<file path="src/design/heightgrid_vertex_normal_defines.svh">
// ----------------------------------------------------------------------------
// Height-grid vertex normal: assertion macros
// Concurrent assertion wrappers; they compile away when SYNTH is defined.
// ----------------------------------------------------------------------------
`ifndef HEIGHTGRID_VERTEX_NORMAL_DEFINES_SVH
`define HEIGHTGRID_VERTEX_NORMAL_DEFINES_SVH
`ifndef SYNTH
// Plain property, checked at every clock edge outside reset.
`define HVN_ASSERT(lbl, ck, rs, prop) \
  lbl: assert property (@(posedge ck) disable iff (rs) prop) \
    else $error("heightgrid_vertex_normal assertion failed");
// Antecedent in one cycle implies consequent in the next.
`define HVN_ASSERT_NEXT(lbl, ck, rs, ante, cons) \
  lbl: assert property (@(posedge ck) disable iff (rs) (ante) |=> (cons)) \
    else $error("heightgrid_vertex_normal assertion failed");
`else
`define HVN_ASSERT(lbl, ck, rs, prop)
`define HVN_ASSERT_NEXT(lbl, ck, rs, ante, cons)
`endif
`endif

</file>
<file path="src/design/hvn_pkg.sv">
// ----------------------------------------------------------------------------
// hvn_pkg
// Shared constants of the height-grid vertex normal block.
// ----------------------------------------------------------------------------
package hvn_pkg;

  // Default grid side length.
  localparam int GRID_SIDE_DEF = 17;

  // Shared multiplier operand width.
  localparam int MUL_W = 32;

  // Q1.14 one.
  localparam logic [14:0] Q_ONE = 15'd16384;

  // Register reset values.
  localparam logic [15:0] STEP_RESET = 16'd8533;

  // Configuration register indexes.
  localparam logic [1:0] REG_CORNER_X  = 2'd0;
  localparam logic [1:0] REG_CORNER_Y  = 2'd1;
  localparam logic [1:0] REG_CELL_STEP = 2'd2;

endpackage

</file>
<file path="src/design/heightgrid_vertex_normal.sv">
// ----------------------------------------------------------------------------
// heightgrid_vertex_normal
// Takes a square height grid in raster order, keeps three rows in a line
// store and emits each vertex with world position and a Q1.14 unit normal.
// ----------------------------------------------------------------------------
// Each emitted vertex takes 5 store reads, multiplier passes for the squares and
// the position offsets, then three exact binary searches of up to 15 steps each,
// all on the one shared 32x32 multiplier. An item causes up to three vertices,
// so one item holds the input until the last of them is in the output register.
// The input is taken only while the sequencer is idle; a finished vertex waits
// in the output register while the next sample is taken.
// Synchronous reset clears control state and loads the register defaults.
`include "heightgrid_vertex_normal_defines.svh"

module heightgrid_vertex_normal #(
  parameter int GRID_SIDE = hvn_pkg::GRID_SIDE_DEF
) (
  input  logic               clk,
  input  logic               rst,
  input  logic               cfg_we,
  input  logic [1:0]         cfg_index,
  input  logic [23:0]        cfg_data,
  input  logic               in_valid,
  output logic               in_ready,
  input  logic signed [15:0] height,
  output logic               out_valid,
  input  logic               out_ready,
  output logic [4:0]         row,
  output logic [4:0]         col,
  output logic signed [23:0] pos_x,
  output logic signed [23:0] pos_y,
  output logic signed [15:0] pos_z,
  output logic signed [15:0] normal_x,
  output logic signed [15:0] normal_y,
  output logic [14:0]        normal_z,
  output logic               last_of_tile
);

  localparam int CW    = $clog2(GRID_SIDE);
  localparam int DEPTH = 3 * GRID_SIDE;
  localparam int AW    = $clog2(DEPTH);
  localparam logic [CW-1:0] LAST = CW'(GRID_SIDE - 1);

  localparam logic [3:0] ST_IDLE  = 4'd0;
  localparam logic [3:0] ST_NEXT  = 4'd1;
  localparam logic [3:0] ST_RD    = 4'd2;
  localparam logic [3:0] ST_SLOPE = 4'd3;
  localparam logic [3:0] ST_QA    = 4'd4;
  localparam logic [3:0] ST_QB    = 4'd5;
  localparam logic [3:0] ST_QC    = 4'd6;
  localparam logic [3:0] ST_QD    = 4'd7;
  localparam logic [3:0] ST_QE    = 4'd8;
  localparam logic [3:0] ST_QF    = 4'd9;
  localparam logic [3:0] ST_ST    = 4'd10;
  localparam logic [3:0] ST_SL    = 4'd11;
  localparam logic [3:0] ST_SH    = 4'd12;
  localparam logic [3:0] ST_SC    = 4'd13;
  localparam logic [3:0] ST_POS   = 4'd14;

  // Slot of the row after or before a given one, rows rotate over three slots.
  function automatic logic [1:0] slot_inc(input logic [1:0] s);
    slot_inc = (s == 2'd2) ? 2'd0 : s + 2'd1;
  endfunction

  function automatic logic [1:0] slot_dec(input logic [1:0] s);
    slot_dec = (s == 2'd0) ? 2'd2 : s - 2'd1;
  endfunction

  function automatic logic [AW-1:0] store_addr(input logic [1:0] s,
                                               input logic [CW-1:0] c);
    logic [AW-1:0] base;
    base = (s == 2'd0) ? AW'(0) : (s == 2'd1) ? AW'(GRID_SIDE) : AW'(2 * GRID_SIDE);
    store_addr = base + AW'(c);
  endfunction

  function automatic logic signed [23:0] sat24(input logic signed [26:0] v);
    if (v > 27'sd8388607) begin
      sat24 = 24'sh7FFFFF;
    end else if (v < -27'sd8388608) begin
      sat24 = 24'sh800000;
    end else begin
      sat24 = v[23:0];
    end
  endfunction

  logic [3:0]                state;
  logic signed [23:0]        corner_x;
  logic signed [23:0]        corner_y;
  logic [15:0]               cell_step;
  logic [CW-1:0]             in_r, in_c, cur_r, cur_c, vr, vc;
  logic [1:0]                in_slot, cur_slot, vslot;
  logic [2:0]                pend;
  logic [2:0]                rd_idx;
  logic [AW-1:0]             rd_addr;
  logic signed [15:0]        rd_data;
  logic signed [15:0]        z_rn, z_rp, z_cn, z_cp, z_c;
  logic [23:0]               ua, ub;
  logic                      sa, sb;
  logic [47:0]               ua_sq, ub_sq, mag_sq;
  logic [31:0]               s_sq;
  logic [49:0]               q;
  logic [22:0]               rs, cs;
  logic [1:0]                comp;
  logic [14:0]               lo, hi, mid, tval;
  logic [29:0]               tsq;
  logic [54:0]               acc;
  logic [79:0]               prod_full, rhs;
  logic [14:0]               nx, ny, nz;
  logic [hvn_pkg::MUL_W-1:0] mul_a, mul_b;
  logic [2*hvn_pkg::MUL_W-1:0] mul_p;
  logic signed [16:0]        d_r, d_c;
  logic [15:0]               ad_r, ad_c;
  logic                      edge_r, edge_c;
  logic                      accept;
  logic signed [26:0]        dx, dy;

  assign in_ready = (state == ST_IDLE);
  assign accept   = in_valid && in_ready;

  // Configuration registers.
  always_ff @(posedge clk) begin
    if (rst) begin
      corner_x  <= '0;
      corner_y  <= '0;
      cell_step <= hvn_pkg::STEP_RESET;
    end else if (cfg_we) begin
      unique case (cfg_index)
        hvn_pkg::REG_CORNER_X:  corner_x  <= cfg_data;
        hvn_pkg::REG_CORNER_Y:  corner_y  <= cfg_data;
        hvn_pkg::REG_CELL_STEP: cell_step <= cfg_data[15:0];
        default: ;
      endcase
    end
  end

  // Line store: three rows, written on each beat, read one word a cycle.
  logic signed [15:0] mem [0:DEPTH-1];

  always_ff @(posedge clk) begin
    if (accept) begin
      mem[store_addr(in_slot, in_c)] <= height;
    end
    rd_data <= mem[rd_addr];
  end

  // Neighbour read order: row+1, row-1, col+1, col-1, centre; all clamped.
  always_comb begin
    unique case (rd_idx)
      3'd0:    rd_addr = store_addr((vr == LAST) ? vslot : slot_inc(vslot), vc);
      3'd1:    rd_addr = store_addr((vr == '0) ? vslot : slot_dec(vslot), vc);
      3'd2:    rd_addr = store_addr(vslot, (vc == LAST) ? vc : vc + CW'(1));
      3'd3:    rd_addr = store_addr(vslot, (vc == '0) ? vc : vc - CW'(1));
      default: rd_addr = store_addr(vslot, vc);
    endcase
  end

  // Slopes: one-sided at the grid border, halved central difference inside.
  assign d_r    = 17'(z_rn) - 17'(z_rp);
  assign d_c    = 17'(z_cn) - 17'(z_cp);
  assign ad_r   = d_r[16] ? 16'(-d_r) : d_r[15:0];
  assign ad_c   = d_c[16] ? 16'(-d_c) : d_c[15:0];
  assign edge_r = (vr == '0) || (vr == LAST);
  assign edge_c = (vc == '0) || (vc == LAST);

  // Binary search step values and the exact compare.
  assign mid       = 15'((17'(lo) + 17'(hi) + 17'd1) >> 1);
  assign tval      = 15'({1'b0, mid, 1'b0} - 17'd1);
  assign mag_sq    = (comp == 2'd0) ? ua_sq : (comp == 2'd1) ? ub_sq : 48'(s_sq);
  assign prod_full = {mul_p[54:0], 25'd0} + 80'(acc);
  assign rhs       = {2'b00, mag_sq, 30'd0};

  // Operand select for the shared multiplier.
  always_comb begin
    mul_a = '0;
    mul_b = '0;
    unique case (state)
      ST_QA: begin
        mul_a = 32'(ua);
        mul_b = 32'(ua);
      end
      ST_QB: begin
        mul_a = 32'(ub);
        mul_b = 32'(ub);
      end
      ST_QC: begin
        mul_a = 32'(cell_step);
        mul_b = 32'(cell_step);
      end
      ST_QD: begin
        mul_a = 32'(vr);
        mul_b = 32'(cell_step);
      end
      ST_QE: begin
        mul_a = 32'(vc);
        mul_b = 32'(cell_step);
      end
      ST_ST: begin
        mul_a = 32'(tval);
        mul_b = 32'(tval);
      end
      ST_SL: begin
        mul_a = 32'(mul_p[29:0]);
        mul_b = 32'(q[24:0]);
      end
      ST_SH: begin
        mul_a = 32'(tsq);
        mul_b = 32'(q[49:25]);
      end
      default: ;
    endcase
  end

  hvn_mul u_mul (
    .clk (clk),
    .a   (mul_a),
    .b   (mul_b),
    .p   (mul_p)
  );

  // World position before saturation.
  assign dx = 27'(corner_x) - $signed({4'd0, rs});
  assign dy = 27'(corner_y) - $signed({4'd0, cs});

  // Sequencer.
  always_ff @(posedge clk) begin
    if (rst) begin
      state     <= ST_IDLE;
      in_r      <= '0;
      in_c      <= '0;
      in_slot   <= '0;
      pend      <= '0;
      rd_idx    <= '0;
      out_valid <= 1'b0;
    end else begin
      // Free the output register once its beat is taken, unless a new one loads.
      if (out_valid && out_ready && (state != ST_POS)) begin
        out_valid <= 1'b0;
      end
      unique case (state)
        ST_IDLE: begin
          if (accept) begin
            cur_r    <= in_r;
            cur_c    <= in_c;
            cur_slot <= in_slot;
            pend     <= {(in_r == LAST) && (in_c == LAST),
                         (in_r == LAST) && (in_c != '0),
                         (in_r != '0)};
            state    <= ST_NEXT;
            if (in_c == LAST) begin
              in_c <= '0;
              if (in_r == LAST) begin
                in_r    <= '0;
                in_slot <= '0;
              end else begin
                in_r    <= in_r + CW'(1);
                in_slot <= slot_inc(in_slot);
              end
            end else begin
              in_c <= in_c + CW'(1);
            end
          end
        end
        ST_NEXT: begin
          rd_idx <= '0;
          state  <= ST_RD;
          if (pend[0]) begin
            vr    <= cur_r - CW'(1);
            vc    <= cur_c;
            vslot <= slot_dec(cur_slot);
            pend  <= {pend[2:1], 1'b0};
          end else if (pend[1]) begin
            vr    <= cur_r;
            vc    <= cur_c - CW'(1);
            vslot <= cur_slot;
            pend  <= {pend[2], 2'b00};
          end else if (pend[2]) begin
            vr    <= cur_r;
            vc    <= cur_c;
            vslot <= cur_slot;
            pend  <= '0;
          end else begin
            state <= ST_IDLE;
          end
        end
        ST_RD: begin
          rd_idx <= rd_idx + 3'd1;
          unique case (rd_idx)
            3'd1:    z_rn <= rd_data;
            3'd2:    z_rp <= rd_data;
            3'd3:    z_cn <= rd_data;
            3'd4:    z_cp <= rd_data;
            3'd5:    z_c  <= rd_data;
            default: ;
          endcase
          if (rd_idx == 3'd5) begin
            state <= ST_SLOPE;
          end
        end
        ST_SLOPE: begin
          ua    <= edge_r ? {ad_r, 8'd0} : {1'b0, ad_r, 7'd0};
          ub    <= edge_c ? {ad_c, 8'd0} : {1'b0, ad_c, 7'd0};
          sa    <= d_r[16];
          sb    <= d_c[16];
          state <= ST_QA;
        end
        ST_QA: state <= ST_QB;
        ST_QB: begin
          ua_sq <= mul_p[47:0];
          state <= ST_QC;
        end
        ST_QC: begin
          ub_sq <= mul_p[47:0];
          state <= ST_QD;
        end
        ST_QD: begin
          s_sq  <= mul_p[31:0];
          state <= ST_QE;
        end
        ST_QE: begin
          rs    <= mul_p[22:0];
          q     <= 50'(ua_sq) + 50'(ub_sq) + 50'(s_sq);
          state <= ST_QF;
        end
        ST_QF: begin
          cs   <= mul_p[22:0];
          comp <= 2'd0;
          lo   <= '0;
          hi   <= hvn_pkg::Q_ONE;
          // Zero step with flat ground points straight up.
          if (q == '0) begin
            nx    <= '0;
            ny    <= '0;
            nz    <= hvn_pkg::Q_ONE;
            state <= ST_POS;
          end else begin
            state <= ST_ST;
          end
        end
        ST_ST: begin
          if (lo < hi) begin
            state <= ST_SL;
          end else begin
            unique case (comp)
              2'd0:    nx <= lo;
              2'd1:    ny <= lo;
              default: nz <= lo;
            endcase
            if (comp == 2'd2) begin
              state <= ST_POS;
            end else begin
              comp <= comp + 2'd1;
              lo   <= '0;
              hi   <= hvn_pkg::Q_ONE;
            end
          end
        end
        ST_SL: begin
          tsq   <= mul_p[29:0];
          state <= ST_SH;
        end
        ST_SH: begin
          acc   <= mul_p[54:0];
          state <= ST_SC;
        end
        ST_SC: begin
          if (prod_full <= rhs) begin
            lo <= mid;
          end else begin
            hi <= mid - 15'd1;
          end
          state <= ST_ST;
        end
        ST_POS: begin
          // Load the result beat once the output register is free.
          if (!out_valid || out_ready) begin
            out_valid    <= 1'b1;
            row          <= 5'(vr);
            col          <= 5'(vc);
            pos_x        <= sat24(dx);
            pos_y        <= sat24(dy);
            pos_z        <= z_c;
            normal_x     <= sa ? (16'd0 - {1'b0, nx}) : {1'b0, nx};
            normal_y     <= sb ? (16'd0 - {1'b0, ny}) : {1'b0, ny};
            normal_z     <= nz;
            last_of_tile <= (vr == LAST) && (vc == LAST);
            state        <= ST_NEXT;
          end
        end
        default: state <= ST_IDLE;
      endcase
    end
  end

  // Checks on the sequencer.
  `HVN_ASSERT_NEXT(a_busy_after_accept, clk, rst, in_valid && in_ready, !in_ready)
  `HVN_ASSERT(a_search_bounds, clk, rst, (state == ST_SC) |-> (lo <= hi && hi <= hvn_pkg::Q_ONE))
  `HVN_ASSERT_NEXT(a_hold_result, clk, rst, state == ST_POS && out_valid && !out_ready, state == ST_POS)
  `HVN_ASSERT(a_col_range, clk, rst, in_c <= LAST)

endmodule

</file>
<file path="src/design/hvn_mul.sv">
// ----------------------------------------------------------------------------
// hvn_mul
// Shared unsigned multiplier with a registered product.
// ----------------------------------------------------------------------------
module hvn_mul (
  input  logic                            clk,
  input  logic [hvn_pkg::MUL_W-1:0]       a,
  input  logic [hvn_pkg::MUL_W-1:0]       b,
  output logic [2*hvn_pkg::MUL_W-1:0]     p
);

  // One product per cycle, available the cycle after the operands.
  always_ff @(posedge clk) begin
    p <= a * b;
  end

endmodule

</file>
<file path="config.mk">
export PLATFORM = sky130hd
export DESIGN_NAME = heightgrid_vertex_normal
export DESIGN_NICKNAME = d
export VERILOG_FILES = /design/src/design/hvn_pkg.sv /design/src/design/heightgrid_vertex_normal.sv /design/src/design/hvn_mul.sv
export VERILOG_INCLUDE_DIRS = /design/src /design/src/design
export SDC_FILE = /design/constraint.sdc
export NUM_CORES = 2
export LEC_CHECK = 0
export ABC_AREA = 1
export BUFFER_PORTS_ARGS = -buffer_cell sky130_fd_sc_hd__clkbuf_2
export CAP_MARGIN = 20
export CORE_MARGIN = 4
export CORE_UTILIZATION = 50
export DETAILED_ROUTE_END_ITERATION = 8
export PLACE_DENSITY = 0.66
export SLEW_MARGIN = 5
export SYNTH_ARGS = -nofsm -noshare
export SYNTH_HDL_FRONTEND = slang
export SYNTH_SLANG_ARGS = --single-unit
</file>
<file path="constraint.sdc">
create_clock -name clk -period 13.3 [get_ports clk]
set_input_delay 0.665 -clock clk [delete_from_list [all_inputs] [get_ports clk]]
set_output_delay 0.665 -clock clk [all_outputs]
set_load 0.01 [all_outputs]
</file>
Yosys cells after proc, flatten, opt, wreduce, memory -nomap -nowiden

Memories as Yosys holds them, arrays and structs flattened. A register that Yosys moved wholly into a read port is not among the register bits.
Cells that the tools add are included.

$add $sub $neg: 33
Multiply operators: 1
Magnitude comparators: 6
Equal/unequal tests: 48
Mux-type cells: 83
Bitwise logic cells: 1
Reduce and logical (&&, ||, !) cells: 62

Operator list:

| kind                                                 | count |
|---|---|
| 2-to-1 mux 15 bit                                    | 16 |
| case mux 30 bit (8 select lines)                     | 1 |
| case mux 25 bit (6 select lines)                     | 1 |
| 2-to-1 mux 48 bit                                    | 2 |
| case mux 15 bit (2 select lines)                     | 3 |
| case mux 15 bit (3 select lines)                     | 2 |
| adder 80 x 55 -> 80 bit                              | 1 |
| less-or-equal comparator 80 x 78 -> 1 bit            | 1 |
| case mux 4 bit (15 select lines)                     | 1 |
| multiplier 30 x 25 -> 55 bit                         | 1 |
| adder 49 x 32 -> 50 bit                              | 1 |
| > comparator 25 x 24 -> 1 bit, second input constant | 2 |
| logical NOT 50 bit                                   | 1 |
| < comparator 25 x 24 -> 1 bit, second input constant | 2 |
| 2-to-1 mux 5 bit                                     | 10 |
| subtractor 24 x 24 -> 25 bit                         | 2 |
| adder 48 x 48 -> 49 bit                              | 1 |
| 2-to-1 mux 24 bit                                    | 2 |
| 2-to-1 mux 6 bit                                     | 8 |
| 2-to-1 mux 23 bit                                    | 2 |
| adder 6 x 5 -> 6 bit                                 | 6 |
| subtractor 16 x 16 -> 17 bit                         | 2 |
| 2-to-1 mux 16 bit                                    | 2 |
| negator 16 bit                                       | 2 |
| 48 further kinds                                     | 162 |

Register bits: 804
RAM bits: 816
Output and inout port bits: 124
Memories kept: 1

Memory list:

| memory | words | width | read ports | clocked after memory_dff | wr ports | RTL line                        | RTL |
|---|---|---|---|---|---|---|---|
| mem    | 51    | 16    | 1          | 1                        | 1        | heightgrid_vertex_normal.sv:137 | `logic signed [15:0] mem [0:DEPTH-1];` |

Longest topological paths before layout

Depth in word-level cells: 8
Mapped depth: 51

Hierarchy

From an unflattened synthesis, not the netlist that was laid out.

Cell total of the unflattened synthesis: 11979
Area total of the unflattened synthesis: 112470.4 um^2

Modules (own cells, without submodules):

| module                   | instances | cells each | area an instance (um^2) | sequential area each (um^2) |
|---|---|---|---|---|
| heightgrid_vertex_normal | 1         | 6987       | 75195.9                 | 46024.1 |
| hvn_mul                  | 1         | 4992       | 37274.5                 | 1281.2 |

Worst setup path before layout

Ideal clock, no wire load.

Kind: in2reg
Start: input port rst
End: register col[0], enable pin
Library setup time: 753 ps
Arrival: 9331 ps
Path slack: 3217 ps
Cell stages on the path: 3
Buffers on the path: 2
Cell sequence: clkbuf_1 > clkbuf_1 > nor3_1

Longest elaborated chain between the ends: 2

RTL lines:

| item                                 | RTL line                        | RTL |
|---|---|---|
| from (decl)                          | heightgrid_vertex_normal.sv:19  | `input logic rst,` |
| NOT 1 bit (no source line)           | n/a                             |  |
| AND reduction 3 bit (no source line) | n/a                             |  |
| to (signal assigned)                 | heightgrid_vertex_normal.sv:378 | `col <= 5'(vc);` |
| to (decl)                            | heightgrid_vertex_normal.sv:29  | `output logic [4:0] col,` |

Every way passes these cells.
A chain may end at the register's enable or synchronous reset.

Worst setup path in the final report

Start: register state[2]
End: register u_mul.p[54] (netlist bit)

Longest elaborated chain between the ends: 4
Elaborated cells between the ends (all ways): 12

RTL lines:

| item                                                                       | RTL line                        | RTL |
|---|---|---|
| from (decl)                                                                | heightgrid_vertex_normal.sv:86  | `logic [3:0] state;` |
| from (signal assigned)                                                     | heightgrid_vertex_normal.sv:227 | `state <= ST_IDLE;` |
| from (signal assigned)                                                     | heightgrid_vertex_normal.sv:248 | `state <= ST_NEXT;` |
| from (signal assigned)                                                     | heightgrid_vertex_normal.sv:265 | `state <= ST_RD;` |
| equality test 4 bit / equality test 4 x 3 -> 1 bit (equally long branches) | heightgrid_vertex_normal.sv:176 | `unique case (state)` |
| OR reduction 3 bit (no source line)                                        | n/a                             |  |
| case mux 25 bit (6 select lines)                                           | heightgrid_vertex_normal.sv:176 |  |
| multiplier 30 x 25 -> 55 bit (*)                                           | hvn_mul.sv:14                   | `p <= a * b;` |
| to (signal assigned)                                                       | hvn_mul.sv:14                   |  |
| to (decl)                                                                  | hvn_mul.sv:9                    | `output logic [2*hvn_pkg::MUL_W-1:0] p` |

Mark *: on every way between the ends. The rest lies on a longest branch, timed or not.

==> reports/qor.yml <==
critical_path:
  crit_arrival_ps: 10950
  crit_slowest_cell: "clkinv_1"
  ff2ff_path_depth: 36
  crit_buf_inv: 11
  crit_cells: 36
  cpMostUsedCell: "inv_1"
  start_kind: "register"
  critPathKind: "reg2reg"
  cp-end-kind: "register"
  crit_fanout: 36
  cp_top_family: "adder cells"
  crit_required_ps: 13970
  max_stage_delay_ps: 990
die:
  die_height_microns: 458
  die_w_microns: 458
  die-area_sq_um: 210000
  initial_utilization_pct: 50.5
  num_rows: 164
  coreArea_sq_um: 200000
  io_pins: 171
global_route:
  gr-total-overflow: 0
  grt_max_degree: 236
  antenna_found_initial: 5
  grt_pass1_vias: 74400
  grt_pass1_wl_microns: 458000
  grt_usage_pct: 28.8
logic_synthesis:
  netlist_instances: 10200
  synth_warnings: 0
  ys_seq_area_share_pct: 46.6
  syn_area_per_cell_sq_um: 9.92
  muxShareOfSynthArea_pct: 0.00990
  netlist.area_leader.share_pct: 43.5
  netlist-cell-type-count: 65
  synth_compound_area_share_pct: 8.61
  synth_fa_ha_area_share_pct: 19.4
  synth_seq_cells: 1622
  ys_async_sr_fraction_pct: 0
  synth_most_common_cell: "nand2_1"
  synthTopCellsByArea: "edfxtp_1, fa_1, nand2_1, ha_1, inv_1"
  synth_top_area_cell: "edfxtp_1"
  synth_top_family_by_area: "adder cells"
  synth-xor-area-share_pct: 2.51
  synth_area_sq_um: 101000
  syn_nets: 11400
  post_synth_and_or_nand_nor_area_fraction_pct: 15.4
  synth_edf_count: 1464
  synth_flop_cell: "edfxtp_1"
  synthTopCellsByCount: "nand2_1, inv_1, edfxtp_1"
clock_network:
  cts_tree: "done"
  numCtsBuffers: 166
  cts_sinks: 1622
  clockBufferDepth: 3
  h-tree-depth: 4
  cts.repair.resized: 0
  clk_pin_slew_ps: 70
  cts-root-buf: "clkbuf_16"
  clk_latency_ps: 850
  cts_hold_buf: 0
  cts_setup_buffers: 0
sta:
  rsz0062_at_grt: "false"
  setup_tns_ps: 0
  tightest_slew_ps: 1140
  slew_headroom_pct: 23.7
  fin_ws_ps: 3030
  layout_min_cycle_time_ps: 10270
  timing.final.crit_share_pct: 77.2
  slew_violations: 0
  finalHoldViolations: 0
  max_freq_mhz: 97.3
  setup_viol_count_final: 0
  final.setup_skew_ps: 83.4
route:
  drt_pass1_iterations: 8
  avgRoutedWirePerCell_microns: 23.1
  postRouteAntennaNets: 0
  viasPerCell: 5.63
  routed_wl_microns: 304000
  route.detailed.drc: 0
  drt_iter0_markers: 6791
  vias: 74000
final_layout:
  utilization_pct: 55.3
  drive_gt1_share_pct: 7.98
  final_nets: 11600
  synthToLayoutAreaGrowth_pct: 9.64
place:
  place_congestion: 0.965
  io_buffers: 170
  pre_cts_ws_ps: 3440
  dp_hpwl_microns: 222000
min_path:
  hold_path_class: "in2reg"
  min_path_cells: 1
pwr:
  ir_worst_vdd_uv: 202
  leakagePower_nw: 47.0
  p_per_area_nw_per_um2: 148
run:
  max_cap_viol_count: 0
status:
  outcome: "completed"
## metrics by stage
stage / total power [mW] / instances / cell area [sq um] / hold slack (ps)
detailed placement: 11.8 / 12800 / 105000 / 405
global route: 17.3 / 13200 / 111000 / 32.8
global placement: 11.7 / 12800 / 105000 / 404
finish: 16.5 / 13200 / 111000 / 54.9
CTS: 16.5 / 13100 / 111000 / 2.21
floorplan: 9.71 / 10200 / 101000 / 400
## path summary, 6_finish.rpt
path / startpoint / to / slack (ps)
worst min register to register: z_c[9] / pos_z[9] / 410
worst max register to register: state[2] / u_mul.p[54] / 3030
worst min-delay path: height[10] / mem[3][10] / 50
worst max-delay path: state[2] / u_mul.p[54] / 3030
## per-layer routing
metal	wire length (microns)	global-route usage (%)
met1	119000	36.5
met5	15	0
met4	17100	13.8
met3	22700	4.99
met2	145000	48.1
## cell type report
| cell class | count | area, sq um |
|---|---|---|
| Inverter | 1579 | 5930 |
| Multi-Input combinational cell | 6638 | 46700 |
| Sequential cell | 1622 | 47100 |
| Clock inverter | 92 | 1060 |
| Clock buffer | 213 | 4450 |
| Fill cell | 17500 | 89600 |
| Antenna cell | 4 | 10.0 |
| Timing Repair Buffer | 351 | 2280 |
| Tap cell | 2656 | 3320 |
## placed cells by master (no fill, tap or decap), types with 30 or more instances in the layout
| master | Yosys | final |
|---|---|---|
| a31oi_1 | 68 | 68 |
| clkbuf_2 | 0 | 170 |
| dfxtp_1 | 158 | 158 |
| o21ai_0 | 381 | 381 |
| nand2_1 | 1879 | 1878 |
| xor2_1 | 186 | 186 |
| nand2_2 | 31 | 30 |
| o22ai_1 | 89 | 88 |
| or2_2 | 84 | 84 |
| nor2_1 | 1169 | 1129 |
| a21o_1 | 37 | 37 |
| o211ai_1 | 117 | 117 |
| edfxtp_1 | 1464 | 1464 |
| o31ai_1 | 59 | 59 |
| a21oi_1 | 375 | 374 |
| clkbuf_16 | 0 | 168 |
| nor3_1 | 65 | 59 |
| ha_1 | 473 | 472 |
| clkbuf_1 | 197 | 37 |
| nor2_2 | 23 | 53 |
| nand4_1 | 58 | 58 |
| nor4_1 | 46 | 44 |
| nand3b_1 | 32 | 32 |
| fa_1 | 683 | 683 |
| o21bai_1 | 136 | 136 |
| a22o_1 | 50 | 50 |
| clkinv_1 | 20 | 46 |
| inv_1 | 1536 | 1536 |
| xnor2_1 | 91 | 91 |
| buf_4 | 16 | 176 |
| nand3_1 | 352 | 352 |
## cells by family after synthesis
kind of cell | Yosys count
compound gates | 1417
buf+inv | 1941
simple gates | 3781
flops | 1622
xor+xnor | 283
mux | 1
fa+ha+maj | 1156
## sequential cells by signal, summed over array words and instances (netlist names), 17 cells and up
signal	count
ua_sq	48
ua	17
acc	55
q	50
mem	816
s_sq	32
pos_x	24
ub	17
ub_sq	48
corner_y	24
corner_x	24
tsq	30
rs	23
pos_y	24
u_mul.p	55
cs	23
## report_power, final
group	total (mW)	switching (mW)	internal [mW]	leakage, nW
combinational	5.70	4.07	1.63	29.8
sequential	6.05	0.203	5.85	14.6
clock	4.69	2.07	2.62	2.66
total	16.5	6.35	10.1	47.0
Note: power is estimated with default switching activity, not from simulation.
